===== src/hw/rtl/assert_macros.svh =====
// Assertion helpers for the RTL. Every check samples on the rising
// edge of clk and is disabled while rst_n is low.
`ifndef ASSERT_MACROS_SVH
`define ASSERT_MACROS_SVH

// Condition must hold at every sampled edge.
`define LLFS_ASSERT_ALWAYS(lbl, cond, msg) \
  lbl: assert property (@(posedge clk) disable iff (!rst_n) (cond)) else $error(msg);

// Whenever the trigger holds, the consequence must hold in the same cycle.
`define LLFS_ASSERT_IMPLY(lbl, trig, cons, msg) \
  lbl: assert property (@(posedge clk) disable iff (!rst_n) (trig) |-> (cons)) else $error(msg);

`endif


===== src/hw/rtl/llfs_pkg.sv =====
// ----------------------------------------------------------------------------
// llfs_pkg
// Shared widths, register map, reset values and types of the link-loss
// failsafe supervisor.
// ----------------------------------------------------------------------------
package llfs_pkg;

  localparam int unsigned LOSS_W     = 16;
  localparam int unsigned BUS_W      = 16;
  localparam int unsigned DELAY_W    = 8;
  localparam int unsigned STICK_W    = 12;
  localparam int unsigned MASK_W     = 4;
  localparam int unsigned APB_DATA_W = 32;
  localparam int unsigned APB_ADDR_W = 5;
  localparam int unsigned REG_IDX_W  = 3;

  // Parameter defaults
  localparam int unsigned HANDSET_TIMEOUT_DEF = 50;
  localparam int unsigned TICKS_PER_UNIT_DEF  = 5;
  localparam int unsigned BUS_ERROR_LIMIT_DEF = 100;

  // Register indexes (byte address = 4 * index)
  localparam logic [REG_IDX_W-1:0] REG_FS_ENABLE   = 3'd0;
  localparam logic [REG_IDX_W-1:0] REG_FS_DELAY    = 3'd1;
  localparam logic [REG_IDX_W-1:0] REG_LAND_DELAY  = 3'd2;
  localparam logic [REG_IDX_W-1:0] REG_MID_STICK   = 3'd3;
  localparam logic [REG_IDX_W-1:0] REG_FS_THROTTLE = 3'd4;

  // Register reset values
  localparam logic               RST_FS_ENABLE   = 1'b1;
  localparam logic [DELAY_W-1:0] RST_FS_DELAY    = 8'd10;
  localparam logic [DELAY_W-1:0] RST_LAND_DELAY  = 8'd200;
  localparam logic [STICK_W-1:0] RST_MID_STICK   = 12'd1500;
  localparam logic [STICK_W-1:0] RST_FS_THROTTLE = 12'd1200;

  // Arm block mask bit positions
  localparam int unsigned MASK_LINK_LOST = 0;
  localparam int unsigned MASK_UNCAL     = 1;
  localparam int unsigned MASK_CALIB     = 2;
  localparam int unsigned MASK_BUS_ERR   = 3;

  localparam logic [LOSS_W-1:0] LOSS_MAX = {LOSS_W{1'b1}};

  typedef struct packed {
    logic               failsafe_enable;
    logic [DELAY_W-1:0] loss_delay;
    logic [DELAY_W-1:0] landing_delay;
    logic [STICK_W-1:0] mid_stick;
    logic [STICK_W-1:0] land_throttle;
  } cfg_t;

  typedef struct packed {
    logic             radio_frame_seen;
    logic             handset_frame_seen;
    logic             is_armed;
    logic             accel_present;
    logic             accel_calibrated;
    logic             calibrating;
    logic [BUS_W-1:0] bus_error_count;
  } item_t;

  typedef struct packed {
    logic              radio_available;
    logic              radio_control_mode;
    logic              handset_available;
    logic              handset_control_mode;
    logic              stick_override;
    logic              force_angle_mode;
    logic              force_disarm;
    logic [MASK_W-1:0] arm_block_mask;
    logic              arm_ok;
  } result_t;

  // Saturating increment of a loss counter
  function automatic logic [LOSS_W-1:0] sat_inc(input logic [LOSS_W-1:0] c);
    sat_inc = (c == LOSS_MAX) ? LOSS_MAX : c + 1'b1;
  endfunction

endpackage


===== src/hw/rtl/llfs_cfg.sv =====
// ----------------------------------------------------------------------------
// llfs_cfg
// APB register file holding the failsafe configuration.
// ----------------------------------------------------------------------------
module llfs_cfg (
  input  logic                              clk,
  input  logic                              rst_n,
  input  logic                              psel,
  input  logic                              penable,
  input  logic                              pwrite,
  input  logic [llfs_pkg::APB_ADDR_W-1:0]   paddr,
  input  logic [llfs_pkg::APB_DATA_W-1:0]   pwdata,
  output logic [llfs_pkg::APB_DATA_W-1:0]   prdata,
  output logic                              pready,
  output llfs_pkg::cfg_t                    cfg
);
  import llfs_pkg::*;

  cfg_t                 cfg_r, cfg_nxt;
  logic                 wr_en;
  logic [REG_IDX_W-1:0] idx;

  assign pready = 1'b1;
  assign wr_en  = psel && penable && pwrite;
  assign idx    = paddr[APB_ADDR_W-1:2];

  always_comb begin
    cfg_nxt = cfg_r;
    if (wr_en) begin
      case (idx)
        REG_FS_ENABLE:   cfg_nxt.failsafe_enable = pwdata[0];
        REG_FS_DELAY:    cfg_nxt.loss_delay      = pwdata[DELAY_W-1:0];
        REG_LAND_DELAY:  cfg_nxt.landing_delay   = pwdata[DELAY_W-1:0];
        REG_MID_STICK:   cfg_nxt.mid_stick       = pwdata[STICK_W-1:0];
        REG_FS_THROTTLE: cfg_nxt.land_throttle   = pwdata[STICK_W-1:0];
        default:         cfg_nxt = cfg_r;
      endcase
    end
  end

  always_ff @(posedge clk) begin
    if (!rst_n) begin
      cfg_r.failsafe_enable <= RST_FS_ENABLE;
      cfg_r.loss_delay      <= RST_FS_DELAY;
      cfg_r.landing_delay   <= RST_LAND_DELAY;
      cfg_r.mid_stick       <= RST_MID_STICK;
      cfg_r.land_throttle   <= RST_FS_THROTTLE;
    end else begin
      cfg_r <= cfg_nxt;
    end
  end

  always_comb begin
    case (idx)
      REG_FS_ENABLE:   prdata = APB_DATA_W'(cfg_r.failsafe_enable);
      REG_FS_DELAY:    prdata = APB_DATA_W'(cfg_r.loss_delay);
      REG_LAND_DELAY:  prdata = APB_DATA_W'(cfg_r.landing_delay);
      REG_MID_STICK:   prdata = APB_DATA_W'(cfg_r.mid_stick);
      REG_FS_THROTTLE: prdata = APB_DATA_W'(cfg_r.land_throttle);
      default:         prdata = '0;
    endcase
  end

  assign cfg = cfg_r;

endmodule


===== src/hw/rtl/llfs_eval.sv =====
// ----------------------------------------------------------------------------
// llfs_eval
// Per-tick evaluation: handset supervisor, radio failsafe and arming gate,
// with the link state registers they update.
// ----------------------------------------------------------------------------
module llfs_eval #(
  parameter int unsigned HANDSET_TIMEOUT_TICKS = llfs_pkg::HANDSET_TIMEOUT_DEF,
  parameter int unsigned TICKS_PER_DELAY_UNIT  = llfs_pkg::TICKS_PER_UNIT_DEF,
  parameter int unsigned BUS_ERROR_LIMIT       = llfs_pkg::BUS_ERROR_LIMIT_DEF
) (
  input  logic              clk,
  input  logic              rst_n,
  input  logic              advance,
  input  llfs_pkg::item_t   item,
  input  llfs_pkg::cfg_t    cfg,
  output llfs_pkg::result_t result
);
  import llfs_pkg::*;

  // Largest threshold is TICKS_PER_DELAY_UNIT * (255 + 255)
  localparam int unsigned SUM_W = DELAY_W + 1;
  localparam int unsigned THR_W = $clog2(TICKS_PER_DELAY_UNIT * ((2 ** SUM_W) - 2) + 1);
  localparam int unsigned CMP_W = (THR_W > LOSS_W) ? THR_W : LOSS_W;
  localparam logic [CMP_W-1:0]  TPD      = CMP_W'(TICKS_PER_DELAY_UNIT);
  localparam logic [LOSS_W-1:0] HS_LIMIT = LOSS_W'(HANDSET_TIMEOUT_TICKS);
  localparam logic [BUS_W-1:0]  BUS_LIM  = BUS_W'(BUS_ERROR_LIMIT);

  logic [LOSS_W-1:0] radio_cnt_r, radio_cnt_nxt;
  logic [LOSS_W-1:0] hs_cnt_r, hs_cnt_nxt;
  logic radio_alive_r, radio_alive_nxt;
  logic radio_mode_r, radio_mode_nxt;
  logic hs_alive_r, hs_alive_nxt;
  logic hs_mode_r, hs_mode_nxt;
  logic link_block_r, link_block_nxt;

  logic [LOSS_W-1:0] radio_cnt0, hs_cnt0;
  logic [SUM_W-1:0]  delay_sum;
  logic [CMP_W-1:0]  t_lost, t_land;
  logic              paused, ovr, angle, disarm;
  logic [MASK_W-1:0] mask;

  assign delay_sum = SUM_W'(cfg.loss_delay) + SUM_W'(cfg.landing_delay);
  assign t_lost    = TPD * CMP_W'(cfg.loss_delay);
  assign t_land    = TPD * CMP_W'(delay_sum);

  always_comb begin
    radio_cnt0 = item.radio_frame_seen   ? '0 : radio_cnt_r;
    hs_cnt0    = item.handset_frame_seen ? '0 : hs_cnt_r;

    radio_alive_nxt = radio_alive_r;
    radio_mode_nxt  = radio_mode_r;
    hs_alive_nxt    = hs_alive_r;
    hs_mode_nxt     = hs_mode_r;
    link_block_nxt  = link_block_r;
    paused          = 1'b0;
    ovr             = 1'b0;
    angle           = 1'b0;
    disarm          = 1'b0;

    // Handset supervisor
    if (hs_cnt0 > HS_LIMIT) begin
      hs_alive_nxt = 1'b0;
      hs_mode_nxt  = 1'b0;
      if (radio_alive_r) begin
        radio_mode_nxt = 1'b1;
      end
    end else begin
      hs_alive_nxt   = 1'b1;
      link_block_nxt = 1'b0;
    end
    hs_cnt_nxt = sat_inc(hs_cnt0);

    // Radio failsafe
    radio_cnt_nxt = radio_cnt0;
    if (cfg.failsafe_enable) begin
      if (CMP_W'(radio_cnt0) > t_lost) begin
        radio_alive_nxt = 1'b0;
        radio_mode_nxt  = 1'b0;
        if (hs_alive_nxt) begin
          hs_mode_nxt = 1'b1;
          paused      = 1'b1;
        end else if (item.is_armed) begin
          ovr   = 1'b1;
          angle = item.accel_present;
          if (CMP_W'(radio_cnt0) > t_land) begin
            disarm         = 1'b1;
            link_block_nxt = 1'b1;
          end
        end else begin
          link_block_nxt = 1'b1;
        end
      end else begin
        radio_alive_nxt = 1'b1;
        link_block_nxt  = 1'b0;
      end
      if (!paused) begin
        radio_cnt_nxt = sat_inc(radio_cnt0);
      end
    end

    // Arming gate
    mask                 = '0;
    mask[MASK_LINK_LOST] = link_block_nxt;
    mask[MASK_UNCAL]     = !item.accel_calibrated;
    mask[MASK_CALIB]     = item.calibrating;
    mask[MASK_BUS_ERR]   = item.bus_error_count > BUS_LIM;

    result.radio_available      = radio_alive_nxt;
    result.radio_control_mode   = radio_mode_nxt;
    result.handset_available    = hs_alive_nxt;
    result.handset_control_mode = hs_mode_nxt;
    result.stick_override       = ovr;
    result.force_angle_mode     = angle;
    result.force_disarm         = disarm;
    result.arm_block_mask       = mask;
    result.arm_ok               = (mask == '0);
  end

  always_ff @(posedge clk) begin
    if (!rst_n) begin
      radio_cnt_r   <= '0;
      hs_cnt_r      <= '0;
      radio_alive_r <= 1'b0;
      radio_mode_r  <= 1'b0;
      hs_alive_r    <= 1'b0;
      hs_mode_r     <= 1'b0;
      link_block_r  <= 1'b0;
    end else if (advance) begin
      radio_cnt_r   <= radio_cnt_nxt;
      hs_cnt_r      <= hs_cnt_nxt;
      radio_alive_r <= radio_alive_nxt;
      radio_mode_r  <= radio_mode_nxt;
      hs_alive_r    <= hs_alive_nxt;
      hs_mode_r     <= hs_mode_nxt;
      link_block_r  <= link_block_nxt;
    end
  end

endmodule


===== src/hw/rtl/link_loss_failsafe_supervisor.sv =====
// ----------------------------------------------------------------------------
// link_loss_failsafe_supervisor
// Radio and handset link supervision, failsafe landing and arming gate.
// ----------------------------------------------------------------------------
// One input transfer is one 20 ms tick. The tick is captured in an input
// register; once the output register is free, the handset supervisor, the
// radio failsafe and the arming gate are evaluated in one pass of short logic,
// the link state is updated and the result is written to the output register.
// Each tick therefore gives exactly one result transfer, and a new tick can
// be taken in every cycle unless the output side stalls: the input register
// can still take a tick while a finished result waits, and only a stalled,
// full output register with a full input register holds the input side. The
// five failsafe registers sit behind an APB port (4-byte spacing, pready tied
// high) and should be written only while no tick is in flight. The arm block
// mask reports: bit 0 link lost, bit 1 accelerometer not calibrated, bit 2
// calibration running, bit 3 bus error count above the limit.
// ----------------------------------------------------------------------------
`include "assert_macros.svh"

module link_loss_failsafe_supervisor #(
  parameter int unsigned HANDSET_TIMEOUT_TICKS = llfs_pkg::HANDSET_TIMEOUT_DEF,
  parameter int unsigned TICKS_PER_DELAY_UNIT  = llfs_pkg::TICKS_PER_UNIT_DEF,
  parameter int unsigned BUS_ERROR_LIMIT       = llfs_pkg::BUS_ERROR_LIMIT_DEF
) (
  input  logic                            clk,
  input  logic                            rst_n,
  // Tick input
  input  logic                            in_valid,
  output logic                            in_stall,
  input  logic                            in_radio_frame_seen,
  input  logic                            in_handset_frame_seen,
  input  logic                            in_is_armed,
  input  logic                            in_accel_present,
  input  logic                            in_accel_calibrated,
  input  logic                            in_calibrating,
  input  logic [llfs_pkg::BUS_W-1:0]      in_bus_error_count,
  // Result output
  output logic                            out_valid,
  input  logic                            out_stall,
  output logic                            out_radio_available,
  output logic                            out_radio_control_mode,
  output logic                            out_handset_available,
  output logic                            out_handset_control_mode,
  output logic                            out_stick_override,
  output logic                            out_force_angle_mode,
  output logic                            out_force_disarm,
  output logic [llfs_pkg::MASK_W-1:0]     out_arm_block_mask,
  output logic                            out_arm_ok,
  // Configuration
  input  logic                            psel,
  input  logic                            penable,
  input  logic                            pwrite,
  input  logic [llfs_pkg::APB_ADDR_W-1:0] paddr,
  input  logic [llfs_pkg::APB_DATA_W-1:0] pwdata,
  output logic [llfs_pkg::APB_DATA_W-1:0] prdata,
  output logic                            pready
);
  import llfs_pkg::*;

  cfg_t    cfg;
  item_t   item_r;
  result_t res_comb, res_r;
  logic    in_valid_r, in_valid_nxt;
  logic    out_valid_r, out_valid_nxt;
  logic    in_accept, advance, out_free;

  llfs_cfg u_cfg (
    .clk     (clk),
    .rst_n   (rst_n),
    .psel    (psel),
    .penable (penable),
    .pwrite  (pwrite),
    .paddr   (paddr),
    .pwdata  (pwdata),
    .prdata  (prdata),
    .pready  (pready),
    .cfg     (cfg)
  );

  // Output register is free when empty or being drained this cycle
  assign out_free  = !out_valid_r || !out_stall;
  assign advance   = in_valid_r && out_free;
  assign in_stall  = in_valid_r && !out_free;
  assign in_accept = in_valid && !in_stall;

  assign in_valid_nxt  = in_accept || (in_valid_r && !advance);
  assign out_valid_nxt = advance || (out_valid_r && out_stall);

  always_ff @(posedge clk) begin
    if (!rst_n) begin
      in_valid_r  <= 1'b0;
      out_valid_r <= 1'b0;
    end else begin
      in_valid_r  <= in_valid_nxt;
      out_valid_r <= out_valid_nxt;
    end
  end

  // Capture the tick on an input transfer
  always_ff @(posedge clk) begin
    if (in_accept) begin
      item_r.radio_frame_seen   <= in_radio_frame_seen;
      item_r.handset_frame_seen <= in_handset_frame_seen;
      item_r.is_armed           <= in_is_armed;
      item_r.accel_present      <= in_accel_present;
      item_r.accel_calibrated   <= in_accel_calibrated;
      item_r.calibrating        <= in_calibrating;
      item_r.bus_error_count    <= in_bus_error_count;
    end
  end

  llfs_eval #(
    .HANDSET_TIMEOUT_TICKS (HANDSET_TIMEOUT_TICKS),
    .TICKS_PER_DELAY_UNIT  (TICKS_PER_DELAY_UNIT),
    .BUS_ERROR_LIMIT       (BUS_ERROR_LIMIT)
  ) u_eval (
    .clk     (clk),
    .rst_n   (rst_n),
    .advance (advance),
    .item    (item_r),
    .cfg     (cfg),
    .result  (res_comb)
  );

  // Hold the result while the output side stalls
  always_ff @(posedge clk) begin
    if (advance) begin
      res_r <= res_comb;
    end
  end

  assign out_valid                = out_valid_r;
  assign out_radio_available      = res_r.radio_available;
  assign out_radio_control_mode   = res_r.radio_control_mode;
  assign out_handset_available    = res_r.handset_available;
  assign out_handset_control_mode = res_r.handset_control_mode;
  assign out_stick_override       = res_r.stick_override;
  assign out_force_angle_mode     = res_r.force_angle_mode;
  assign out_force_disarm         = res_r.force_disarm;
  assign out_arm_block_mask       = res_r.arm_block_mask;
  assign out_arm_ok               = res_r.arm_ok;

  // Input side waits only on a full, stalled output register
  `LLFS_ASSERT_IMPLY(a_stall_cause, in_stall, out_valid && out_stall, "input stalled without output back-pressure")
  // Disarm only ever comes with the landing override and the link-lost block
  `LLFS_ASSERT_IMPLY(a_disarm_override, out_valid && out_force_disarm, out_stick_override && out_arm_block_mask[MASK_LINK_LOST], "disarm without override or link-lost block")
  // Angle mode is forced only during the landing override
  `LLFS_ASSERT_IMPLY(a_angle_override, out_valid && out_force_angle_mode, out_stick_override, "angle mode forced outside failsafe override")
  // Handset control requires a live handset link
  `LLFS_ASSERT_IMPLY(a_handset_ctrl, out_valid && out_handset_control_mode, out_handset_available, "handset in control while its link is lost")

endmodule


===== config.mk =====
export PLATFORM = sky130hd
export DESIGN_NAME = link_loss_failsafe_supervisor
export DESIGN_NICKNAME = d
export VERILOG_FILES = /design/src/hw/rtl/llfs_pkg.sv /design/src/hw/rtl/llfs_cfg.sv /design/src/hw/rtl/llfs_eval.sv /design/src/hw/rtl/link_loss_failsafe_supervisor.sv
export VERILOG_INCLUDE_DIRS = /design/src /design/src/hw/rtl
export SDC_FILE = /design/constraint.sdc
export NUM_CORES = 1
export LEC_CHECK = 0
export BUFFER_PORTS_ARGS = -buffer_cell sky130_fd_sc_hd__clkbuf_2
export CAP_MARGIN = 25
export CORE_UTILIZATION = 57
export CTS_CLUSTER_SIZE = 20
export DETAILED_ROUTE_END_ITERATION = 6
export GPL_TIMING_DRIVEN = 1
export PLACE_DENSITY_LB_ADDON = 0.25
export SKIP_CTS_REPAIR_TIMING = 1
export SLEW_MARGIN = 40
export SYNTH_ARGS = -nofsm -noshare
export SYNTH_HDL_FRONTEND = slang
export SYNTH_SLANG_ARGS = --single-unit

===== constraint.sdc =====
create_clock -name clk -period 5.5 [get_ports clk]
set_input_delay 0.55 -clock clk [delete_from_list [all_inputs] [get_ports clk]]
set_output_delay 0.55 -clock clk [all_outputs]
set_load 0.01 [all_outputs]

==> metrics, run 1 <==
Setup CP Type=register to register; # H-tree levels=4; DP HPWL=11250 µm; Final Cycle Share=0.9286; wire length per cell=between 15 and 20 µm; FF+latch count, synth=around 110; CTS Buf Count=17; share of layout cells above drive strength 1=0.1611; vias in the first global route=between 5000 and 6000; CP max FO=5; P_leak=~3.3 nW; pwr/cell area=281.8 nW/µm²; Sink Count=between 100 and 150; Slew headroom=0.4453; CTS tree=built; setup total negative slack=0 ns; largest net degree at the start of global routing=54; Max Root-Sink Buffers=2; die height=around 110 µm; DIE AREA=12420 µm²; setup ws final=between 0.3 and 0.4 ns; Via density=around 6; Post-synth EDFFs=34; # diodes=0; register area share after synthesis=0.3810; Synth Flop Type=dfxtp_1; top post-synthesis cells by area=dfxtp_1 23%, edfxtp_1 15%, ha_1 11%; commonest non-fill, non-tap cell in the layout=nand2_1; Die X=about 110 µm; Synth cell types=a little under 80; mean post-synth cell area=approximately 9 µm²; Final Skew=approximately 0.016 ns; max-cap viol count=0; Tot GR Track Use=0.2652; row count=39; Critical Path Max Stage Delay=~0.40 ns; failing checks=DRC; RSZ-0062 raised after global routing=false; port bufs=just under 70; delay-heaviest family, CP=compound AO/OA/AOI/OAI gates; IO Pins=between 100 and 150; Mapped Area=between 6000 and 7000 µm²; Final Hold Fails=0; Synth area leader=dfxtp_1; status=finished with violations; core box area=about 12000 µm²; crit path DAT=between 5 and 6 ns; Hold WC Path Type=input port to register; clk root buf=clkbuf_16; post-synth top area share=0.2315; pin slew with the least headroom to its limit=0.8275 ns; Period minus WS final=5.108 ns; worst skew pair latency=approximately 0.42 ns; Fmax=195.8 MHz; residual DRC count=6; total gr overflow=0; CP Buf/Inv Count=1; via count=a little under 6000; Place WS=between 0.4 and 0.5 ns; Slowest-stage cell, CP=fa_1; Worst-path clk slew=0.06 ns; Pins Over Slew Limit=0; Final Routed Wirelength=between 15000 and 20000 µm; Worst Path Required=between 5 and 6 ns; initial antenna violation count=0; endpoints failing setup=0; Synth warnings=0; Final ANT Viol Nets=0; R2R Setup Slk=around 0.39 ns; P&R area growth vs syn=14.34%; starting density of the core=0.5906; peak supply drop=about 0.26 mV; Iteration-0 DRC Markers=between 400 and 500; most frequent cells in the layout=116 x nand2_1, 79 x dfxtp_1, 69 x clkbuf_2, 65 x a21oi_1, 58 x ha_1; first-pass GRT wire length=27010 µm; ys async rst share=0; final total power=0.002201 W; gpl congestion=between 0.8 and 0.9; crit-path cells=ha_1, fa_1, a21oi_1, nor2_1, nor2_1, o21bai_1, a21oi_1, xnor2_1, ha_1, ha_1, inv_1, nor2_1, nor2_1, o21bai_1, a21oi_1, xor2_1, ha_1, a21o_1, a21o_1, a21oi_1, a31oi_1, o21a_1, o211a_1, nor4_1; nets@finish=952; Critical Path End Type=register; CP Launch Type=register; TritonRoute pass-1 iters=7; synthesized netlist cell count=a little under 800
layout make-up:
class / instances / area [µm²]
Sequential cell: 113 / 2603
Clock buffer: 20 / 478.0
Multi-Input combinational cell: 589 / 3915
Clock inverter: 12 / 138.9
Fill cell: 914 / 3755
Inverter: 32 / 125.1
Timing Repair Buffer: 72 / 371.6
Tap cell: 143 / 178.9
path summary, 6_finish.rpt:
kind                              start                         to  cells past startpoint
max          u_cfg.cfg[32]$_SDFFE_PN0P_       out_arm_ok$_DFFE_PP_                     24
min               in_bus_error_count[2]        item_r[2]$_DFFE_PP_                      1
max reg2reg  u_cfg.cfg[32]$_SDFFE_PN0P_       out_arm_ok$_DFFE_PP_                     24
min reg2reg   u_cfg.cfg[0]$_SDFFE_PN0P_  u_cfg.cfg[0]$_SDFFE_PN0P_                      2
where the power goes:
group / internal, W / switching, W / leakage [nW]
logic: 0.0000635 / 0.000110 / 2.04
registers: 0.000880 / 0.0000144 / 0.955
clock network: 0.000726 / 0.000407 / 0.305
synth_stat cells (9+ instances only):
cell	n
nor2_1	40
nor3_1	12
and3_1	9
a31oi_1	11
a21oi_1	65
ha_1	58
a22oi_1	11
inv_1	29
nand4_1	9
and2_1	9
xnor2_1	13
nand2_1	116
nor2b_1	19
buf_4	21
o21ai_0	32
nand3_1	30
dfxtp_1	79
clkbuf_1	29
edfxtp_1	34
kinds of logic after synthesis:
family	after synthesis	synth area share
mux	15	0.02491
flops	113	0.3810
xor+xnor	20	0.02565
other cells	2	0.001100
fa+ha+maj	61	0.1150
compound gates	198	0.1960
buf+inv	88	0.06155
simple gates	274	0.1947
state kept, by name, indices dropped and copies added (netlist names), 4 cells and up:
| signal | count |
|---|---|
| u_cfg.cfg | 41 |
| u_eval.hs_cnt_r | 16 |
| item_r | 22 |
| out_arm_block_mask | 4 |
| u_eval.radio_cnt_r | 16 |
stage by stage:
| step | std cells | hold slack, ns | instance area (µm²) | utilization |
|---|---|---|---|---|
| 2_1_floorplan | 790 | 0.4273 | 6902 | - |
| 3_3_place_gp | 948 | 0.4300 | 7152 | 0.6184 |
| 3_5_place_dp | 949 | 0.4484 | 7179 | 0.6208 |
| 4_1_cts | 981 | 0.3042 | 7796 | 0.6741 |
| 5_1_grt | 981 | 0.3013 | 7810 | 0.6753 |
| 6_report | 981 | 0.3097 | 7810 | 0.6753 |
routing by layer:
| layer | share of wire | GRT usage | routed length, µm | vias to the layer above |
|---|---|---|---|---|
| met3 | 0.051 | 0.05444 | 813 | 30 |
| met2 | 0.50 | 0.4604 | 7869 | 199 |
| met5 | 0 | 0 | 0 | - |
| met1 | 0.43 | 0.3293 | 6873 | 2789 |
| li1 | - | - | - | 2847 |
| met4 | 0.018 | 0.08739 | 292 | 0 |
(Power assumes the default switching activity.)
==> run 2, diff against run 1 <==
==> constraint.sdc (replaced) <==
create_clock -name clk -period 5.5 [get_ports clk]
set_input_delay 0.275 -clock clk [delete_from_list [all_inputs] [get_ports clk]]
set_output_delay 0.275 -clock clk [all_outputs]
set_load 0.05 [all_outputs]
==> run 2 against run 1 <==
- the flow still finishes with violations (DRC)
- sequential power about the same
- first-iteration DRC count is 22% lower
- design area barely moved
- clock-buffer cell count fell by 2
- clock skew shrank 0.011 ns
==> metrics, run 2 (synthesis results as in run 1) <==
most frequent cells in the layout=116 x nand2_1, 79 x dfxtp_1, 69 x clkbuf_2, 64 x a21oi_1, 58 x ha_1 (was 116 x nand2_1, 79 x dfxtp_1, 69 x clkbuf_2, 65 x a21oi_1, 58 x ha_1); Iteration-0 DRC Markers=374 (was 477); Hold WC Path Type=input port to register (unchanged); worst r2r dst=out_arm_ok$_DFFE_PP_ (unchanged); worst hold stages=1 (unchanged); IO Pins=113 (unchanged); placed insts=949 (unchanged); row count=39 (unchanged); Final Cell Area=7818 µm² (was 7810 µm²); P&R area growth vs syn=14.45% (was 14.34%); DP HPWL=11280 µm (was 11250 µm); Slew headroom=0.4417 (was 0.4453); die height=111.5 µm (unchanged); Final Hold Fails=0 (unchanged); Final Skew=0.004781 ns (was 0.01606 ns); crit path DAT=5.30 ns (was 5.32 ns); gpl congestion=0.8454 (was 0.8487); pwr/cell area=290.4 nW/µm² (was 281.8 nW/µm²); CTS Buf Count=17 (unchanged); Pins Over Slew Limit=0 (unchanged); first-pass GRT wire length=26430 µm (was 27010 µm); CP Launch Type=register (unchanged); Via density=5.962 (was 5.979); TritonRoute pass-1 iters=7 (unchanged); status=finished with violations (unchanged); Worst Path Required=5.74 ns (was 5.71 ns); worst skew pair latency=0.42 ns (about the same); core box area=11560 µm² (unchanged); Setup CP Type=register to register (unchanged); R2R Setup Slk=0.44 ns (was 0.39 ns); final core utilization=0.6760 (was 0.6753); clk root buf=clkbuf_16 (unchanged); placed cell areas=7179 µm² (unchanged); largest net degree at the start of global routing=54 (unchanged); Largest register FFs=41 (unchanged); Critical Path Max Stage Delay=0.41 ns (was 0.40 ns); Filler Cell Count=939 (was 914); delay-heaviest family, CP=compound AO/OA/AOI/OAI gates (unchanged); port bufs=69 (unchanged); nets@finish=952 (unchanged); total gr overflow=0 (unchanged); Die X=111.5 µm (unchanged); vias in the first global route=5687 (was 5834); RSZ-0062 raised after global routing=false (unchanged); Max Root-Sink Buffers=2 (unchanged); setup total negative slack=0 ns (unchanged); Tot GR Track Use=0.2628 (was 0.2652); # diodes=0 (unchanged); commonest non-fill, non-tap cell in the layout=nand2_1 (unchanged); Critical Path End Type=register (unchanged); residual DRC count=10 (was 6); Reg2Reg Launch Point=u_cfg.cfg[32]$_SDFFE_PN0P_ (unchanged); hold endpoint=item_r[1]$_DFFE_PP_ (was item_r[2]$_DFFE_PP_); Final Routed Wirelength=15840 µm (was 15850 µm); worst reg-to-reg path cell count=24 (unchanged); crit-path cells=ha_1, fa_1, a21oi_1, nor2_1, nor2_1, o21bai_1, a21oi_1, xnor2_1, ha_1, ha_1, inv_1, nor2_1, nor2_1, o21bai_1, a21oi_2, xor2_1, ha_1, a21o_1, a21o_1, a21oi_1, a31oi_1, o21a_1, o211a_1, nor4_1 (was ha_1, fa_1, a21oi_1, nor2_1, nor2_1, o21bai_1, a21oi_1, xnor2_1, ha_1, ha_1, inv_1, nor2_1, nor2_1, o21bai_1, a21oi_1, xor2_1, ha_1, a21o_1, a21o_1, a21oi_1, a31oi_1, o21a_1, o211a_1, nor4_1); Worst-path clk slew=0.05 ns (was 0.06 ns); Fmax=197.8 MHz (was 195.8 MHz); share of layout cells above drive strength 1=0.1599 (was 0.1611); max-cap viol count=0 (unchanged); pin slew with the least headroom to its limit=0.8354 ns (was 0.8275 ns); endpoints failing setup=0 (unchanged); via count=5849 (was 5865); Period minus WS final=5.056 ns (was 5.108 ns); P_leak=3.293 nW (was 3.300 nW); Hold Path Origin=in_bus_error_count[1] (was in_bus_error_count[2]); final hold slack=0.02559 ns (was 0.3097 ns); DIE AREA=12420 µm² (unchanged); peak supply drop=0.2302 mV (was 0.2573 mV); CTS tree=built (unchanged); Sink Count=113 (unchanged); starting density of the core=0.5906 (unchanged); CP Buf/Inv Count=1 (unchanged); final std cells w/o fill=981 (unchanged); Slowest-stage cell, CP=fa_1 (unchanged); Final ANT Viol Nets=0 (unchanged); wire length per cell=16.14 µm (was 16.15 µm); Final Cycle Share=0.9193 (was 0.9286); CP max FO=5 (unchanged); failing checks=DRC (unchanged); initial antenna violation count=0 (unchanged); # H-tree levels=4 (unchanged)
-- run 2: per-stage QoR --
| step | power, W | setup slack, ns |
|---|---|---|
| 6_report | 0.002270 | 0.4437 |
| 5_1_grt | 0.002331 | 0.02808 |
| 4_1_cts | 0.002279 | 0.3980 |
| 3_5_place_dp | 0.001132 | 0.4247 |
| 3_3_place_gp | 0.001121 | 0.6387 |
| 2_1_floorplan | 0.001085 | 1.079 |
-- run 2: cell type report --
cell class / instances / area (µm²) / share of cell area
multi-input cells: 589 / 3921 / 0.5016
flip-flops and latches: 113 / 2603 / 0.3329
clock buffers: 18 / 429.2 / 0.05490
repair buffers: 72 / 371.6 / 0.04754
clock inverters: 14 / 188.9 / 0.02417
well taps: 143 / 178.9 / 0.02289
inverters: 32 / 125.1 / 0.01601
-- run 2: worst reg2reg max path: stages (launching register included) --
cell and delay, ns:
dfxtp_1 0.35, ha_1 0.23, fa_1 0.41, a21oi_1 0.14, nor2_1 0.06, nor2_1 0.16, o21bai_1 0.09, a21oi_1 0.25
xnor2_1 0.21, ha_1 0.29, ha_1 0.29, inv_1 0.10, nor2_1 0.05, nor2_1 0.17, o21bai_1 0.10, a21oi_2 0.17
xor2_1 0.19, ha_1 0.27, a21o_1 0.18, a21o_1 0.17, a21oi_1 0.17, a31oi_1 0.17, o21a_1 0.20, o211a_1 0.23
nor4_1 0.23
-- run 2: how the worst max path moves through the flow --
stage / from / end / slack (ns) / cells after the start
after global routing: u_cfg.cfg[32]$_SDFFE_PN0P_ / out_arm_ok$_DFFE_PP_ / 0.03 / 24
after detailed placement: u_cfg.cfg[32]$_SDFFE_PN0P_ / out_arm_ok$_DFFE_PP_ / 0.42 / 24
after global placement: u_cfg.cfg[32]$_SDFFE_PN0P_ / out_arm_ok$_DFFE_PP_ / 0.64 / 24
after floorplan: u_cfg.cfg[32]$_SDFFE_PN0P_ / out_arm_ok$_DFFE_PP_ / 1.08 / 24
final: u_cfg.cfg[32]$_SDFFE_PN0P_ / out_arm_ok$_DFFE_PP_ / 0.44 / 24
after CTS: u_cfg.cfg[32]$_SDFFE_PN0P_ / out_arm_ok$_DFFE_PP_ / 0.40 / 24
-- run 2: report_power, final --
group	leakage [nW]	internal [W]	total, W	switching [W]
Sequential	0.955	0.000880	0.000895	0.0000144
Clock	0.298	0.000755	0.00115	0.000397
Combinational	2.04	0.0000638	0.000224	0.000160
Total	3.29	0.00170	0.00227	0.000571
-- run 2: routing by layer --
layer | vias to the layer above | wire, µm | track usage
met5 | - | 0 | 0
met4 | 0 | 316 | 0.1216
met3 | 27 | 682 | 0.05607
met2 | 169 | 7828 | 0.4354
met1 | 2795 | 7010 | 0.3288
li1 | 2858 | - | -
==> run 3, diff against run 2 <==
- BUFFER_PORTS_ARGS: -buffer_cell sky130_fd_sc_hd__clkbuf_2 -> -buffer_cell sky130_fd_sc_hd__buf_4
- CAP_MARGIN: 25 -> 20
- CORE_MARGIN: default -> 8
==> run 3 against run 2 <==
- the run now ends clean
- routed wire length is 2.8% higher
- clock skew rose by 0.0034 ns
- sequential power about the same
- design area grew 1.2%
- largest cell class unchanged
- largest power group unchanged
- highest routed layer unchanged
==> metrics, run 3 (synthesis results as in run 1) <==
CTS tree=built (unchanged); Sink Count=113 (unchanged); P_leak=3.298 nW (was 3.293 nW); Final Cycle Share=0.9253 (was 0.9193); Slew headroom=0.4462 (was 0.4417); P&R area growth vs syn=15.86% (was 14.45%); Fmax=196.5 MHz (was 197.8 MHz); Hold WC Path Type=input port to register (unchanged); RSZ-0062 raised after global routing=false (unchanged); clk root buf=clkbuf_16 (unchanged); starting density of the core=0.5758 (was 0.5906); Tot GR Track Use=0.2077 (was 0.2628); Final Hold Fails=0 (unchanged); nets@finish=952 (unchanged); Critical Path End Type=register (unchanged); row count=40 (was 39); worst skew pair latency=0.42 ns (about the same); setup total negative slack=0 ns (unchanged); vias in the first global route=5705 (was 5687); commonest non-fill, non-tap cell in the layout=nand2_1 (unchanged); via count=5782 (was 5849); pin slew with the least headroom to its limit=0.8261 ns (was 0.8354 ns); CP Launch Type=register (unchanged); core box area=11860 µm² (was 11560 µm²); crit-path cells=ha_1, fa_1, a21oi_1, nor2_1, nor2_1, o21bai_1, a21oi_1, xnor2_1, ha_1, ha_1, inv_1, nor2_1, nor2_1, o21bai_1, a21oi_1, xor2_1, ha_1, a21o_1, a21o_1, a21oi_1, a31oi_1, o21a_1, o211a_1, nor4_1 (was ha_1, fa_1, a21oi_1, nor2_1, nor2_1, o21bai_1, a21oi_1, xnor2_1, ha_1, ha_1, inv_1, nor2_1, nor2_1, o21bai_1, a21oi_2, xor2_1, ha_1, a21o_1, a21o_1, a21oi_1, a31oi_1, o21a_1, o211a_1, nor4_1); peak supply drop=0.2300 mV (was 0.2302 mV); Final ANT Viol Nets=0 (unchanged); wire length per cell=16.53 µm (was 16.14 µm); residual DRC count=0 (was 10); Max Root-Sink Buffers=2 (unchanged); Final Skew=0.008160 ns (was 0.004781 ns); crit path DAT=5.32 ns (was 5.30 ns); Worst Path Required=5.73 ns (was 5.74 ns); share of layout cells above drive strength 1=0.1587 (was 0.1599); die height=125.5 µm (was 111.5 µm); Critical Path Max Stage Delay=0.41 ns (about the same); # diodes=0 (unchanged); Die X=125.5 µm (was 111.5 µm); port bufs=69 (unchanged); endpoints failing setup=0 (unchanged); initial antenna violation count=0 (unchanged); worst reg-to-reg path cell count=24 (unchanged); DP HPWL=11680 µm (was 11280 µm); status=finished, final reports clean (was finished with violations); DIE AREA=15740 µm² (was 12420 µm²); first-pass GRT wire length=26980 µm (was 26430 µm); pwr/cell area=268.6 nW/µm² (was 290.4 nW/µm²); Final Routed Wirelength=16280 µm (was 15840 µm); Iteration-0 DRC Markers=414 (was 374); largest net degree at the start of global routing=54 (unchanged); Period minus WS final=5.089 ns (was 5.056 ns); CTS Buf Count=17 (unchanged); IO Pins=113 (unchanged); Slowest-stage cell, CP=fa_1 (unchanged); Largest register FFs=41 (unchanged); final core utilization=0.6672 (was 0.6760); most frequent cells in the layout=116 x nand2_1, 79 x dfxtp_1, 71 x buf_4, 65 x a21oi_1, 58 x ha_1 (was 116 x nand2_1, 79 x dfxtp_1, 69 x clkbuf_2, 64 x a21oi_1, 58 x ha_1); Setup CP Type=register to register (unchanged); Via density=5.870 (was 5.962); worst hold stages=1 (unchanged); gpl congestion=0.8723 (was 0.8454); Worst-path clk slew=0.05 ns (about the same); total gr overflow=0 (unchanged); # H-tree levels=4 (unchanged); TritonRoute pass-1 iters=5 (was 7); Pins Over Slew Limit=0 (unchanged); CP max FO=5 (unchanged); max-cap viol count=0 (unchanged)
## run 3: cell types whose count changed in the layout (fill, tap and decap cells not counted), sizes merged
| cell | change |
|---|---|
| buf | +69 |
| bufinv | -4 |
| clkbuf | -67 |
| clkinvlp | +2 |
## run 3: cell type report
| class | instances | area [µm²] |
|---|---|---|
| fillers | 941 | 3948 |
| inverters | 32 | 125.1 |
| clock inverters | 12 | 85.08 |
| well taps | 147 | 183.9 |
| flip-flops and latches | 113 | 2603 |
| multi-input cells | 589 | 3915 |
| repair buffers | 72 | 544.3 |
| clock buffers | 20 | 457.9 |
## run 3: metrics by stage
| stage | setup WS [ns] | power, W | hold slack (ns) | instance area (µm²) | std cells |
|---|---|---|---|---|---|
| 2_1_floorplan | 1.079 | 0.001085 | 0.3739 | 6902 | 790 |
| 3_3_place_gp | 0.6355 | 0.001136 | 0.4342 | 7330 | 952 |
| 3_5_place_dp | 0.4986 | 0.001146 | 0.4494 | 7357 | 953 |
| 4_1_cts | 0.4150 | 0.002133 | 0.02269 | 7900 | 985 |
| 5_1_grt | 0.04303 | 0.002199 | 0.01039 | 7914 | 985 |
| 6_report | 0.4108 | 0.002126 | 0.03530 | 7914 | 985 |
## run 3: worst max-delay path: cells and delay by family (launching register included)
kind	cells	cell delay, ns
AO/OA/AOI/OAI	11	1.92
adder cells (fa/ha/maj)	5	1.47
AND/OR/NAND/NOR	5	0.67
XOR/XNOR	2	0.37
flip-flops	1	0.36
buffers and inverters	1	0.10
## run 3: where the power goes
| part | leakage [nW] | internal [W] | total (W) | switching [W] |
|---|---|---|---|---|
| clock network | 0.257 | 0.000600 | 0.000993 | 0.000393 |
| registers | 0.955 | 0.000881 | 0.000895 | 0.0000142 |
| logic | 2.09 | 0.0000772 | 0.000238 | 0.000161 |
## run 3: final timing paths
| check | slack, ns | to | from |
|---|---|---|---|
| worst max register to register | 0.41 | out_arm_ok$_DFFE_PP_ | u_cfg.cfg[32]$_SDFFE_PN0P_ |
| worst min-delay path | 0.04 | item_r[2]$_DFFE_PP_ | in_bus_error_count[2] |
| worst min register to register | 0.45 | out_arm_block_mask[2]$_DFFE_PP_ | item_r[16]$_DFFE_PP_ |
| worst max-delay path | 0.41 | out_arm_ok$_DFFE_PP_ | u_cfg.cfg[32]$_SDFFE_PN0P_ |
## run 3: layer usage
metal / routed length, µm / GRT usage / part of all wire / vias to the layer above
met5: 0 / 0 / 0 / -
met4: 142 / 0.05301 / 0.0087 / 0
met3: 864 / 0.06502 / 0.053 / 15
met2: 8204 / 0.3551 / 0.50 / 164
met1: 7067 / 0.2472 / 0.43 / 2748
li1: - / - / - / 2855
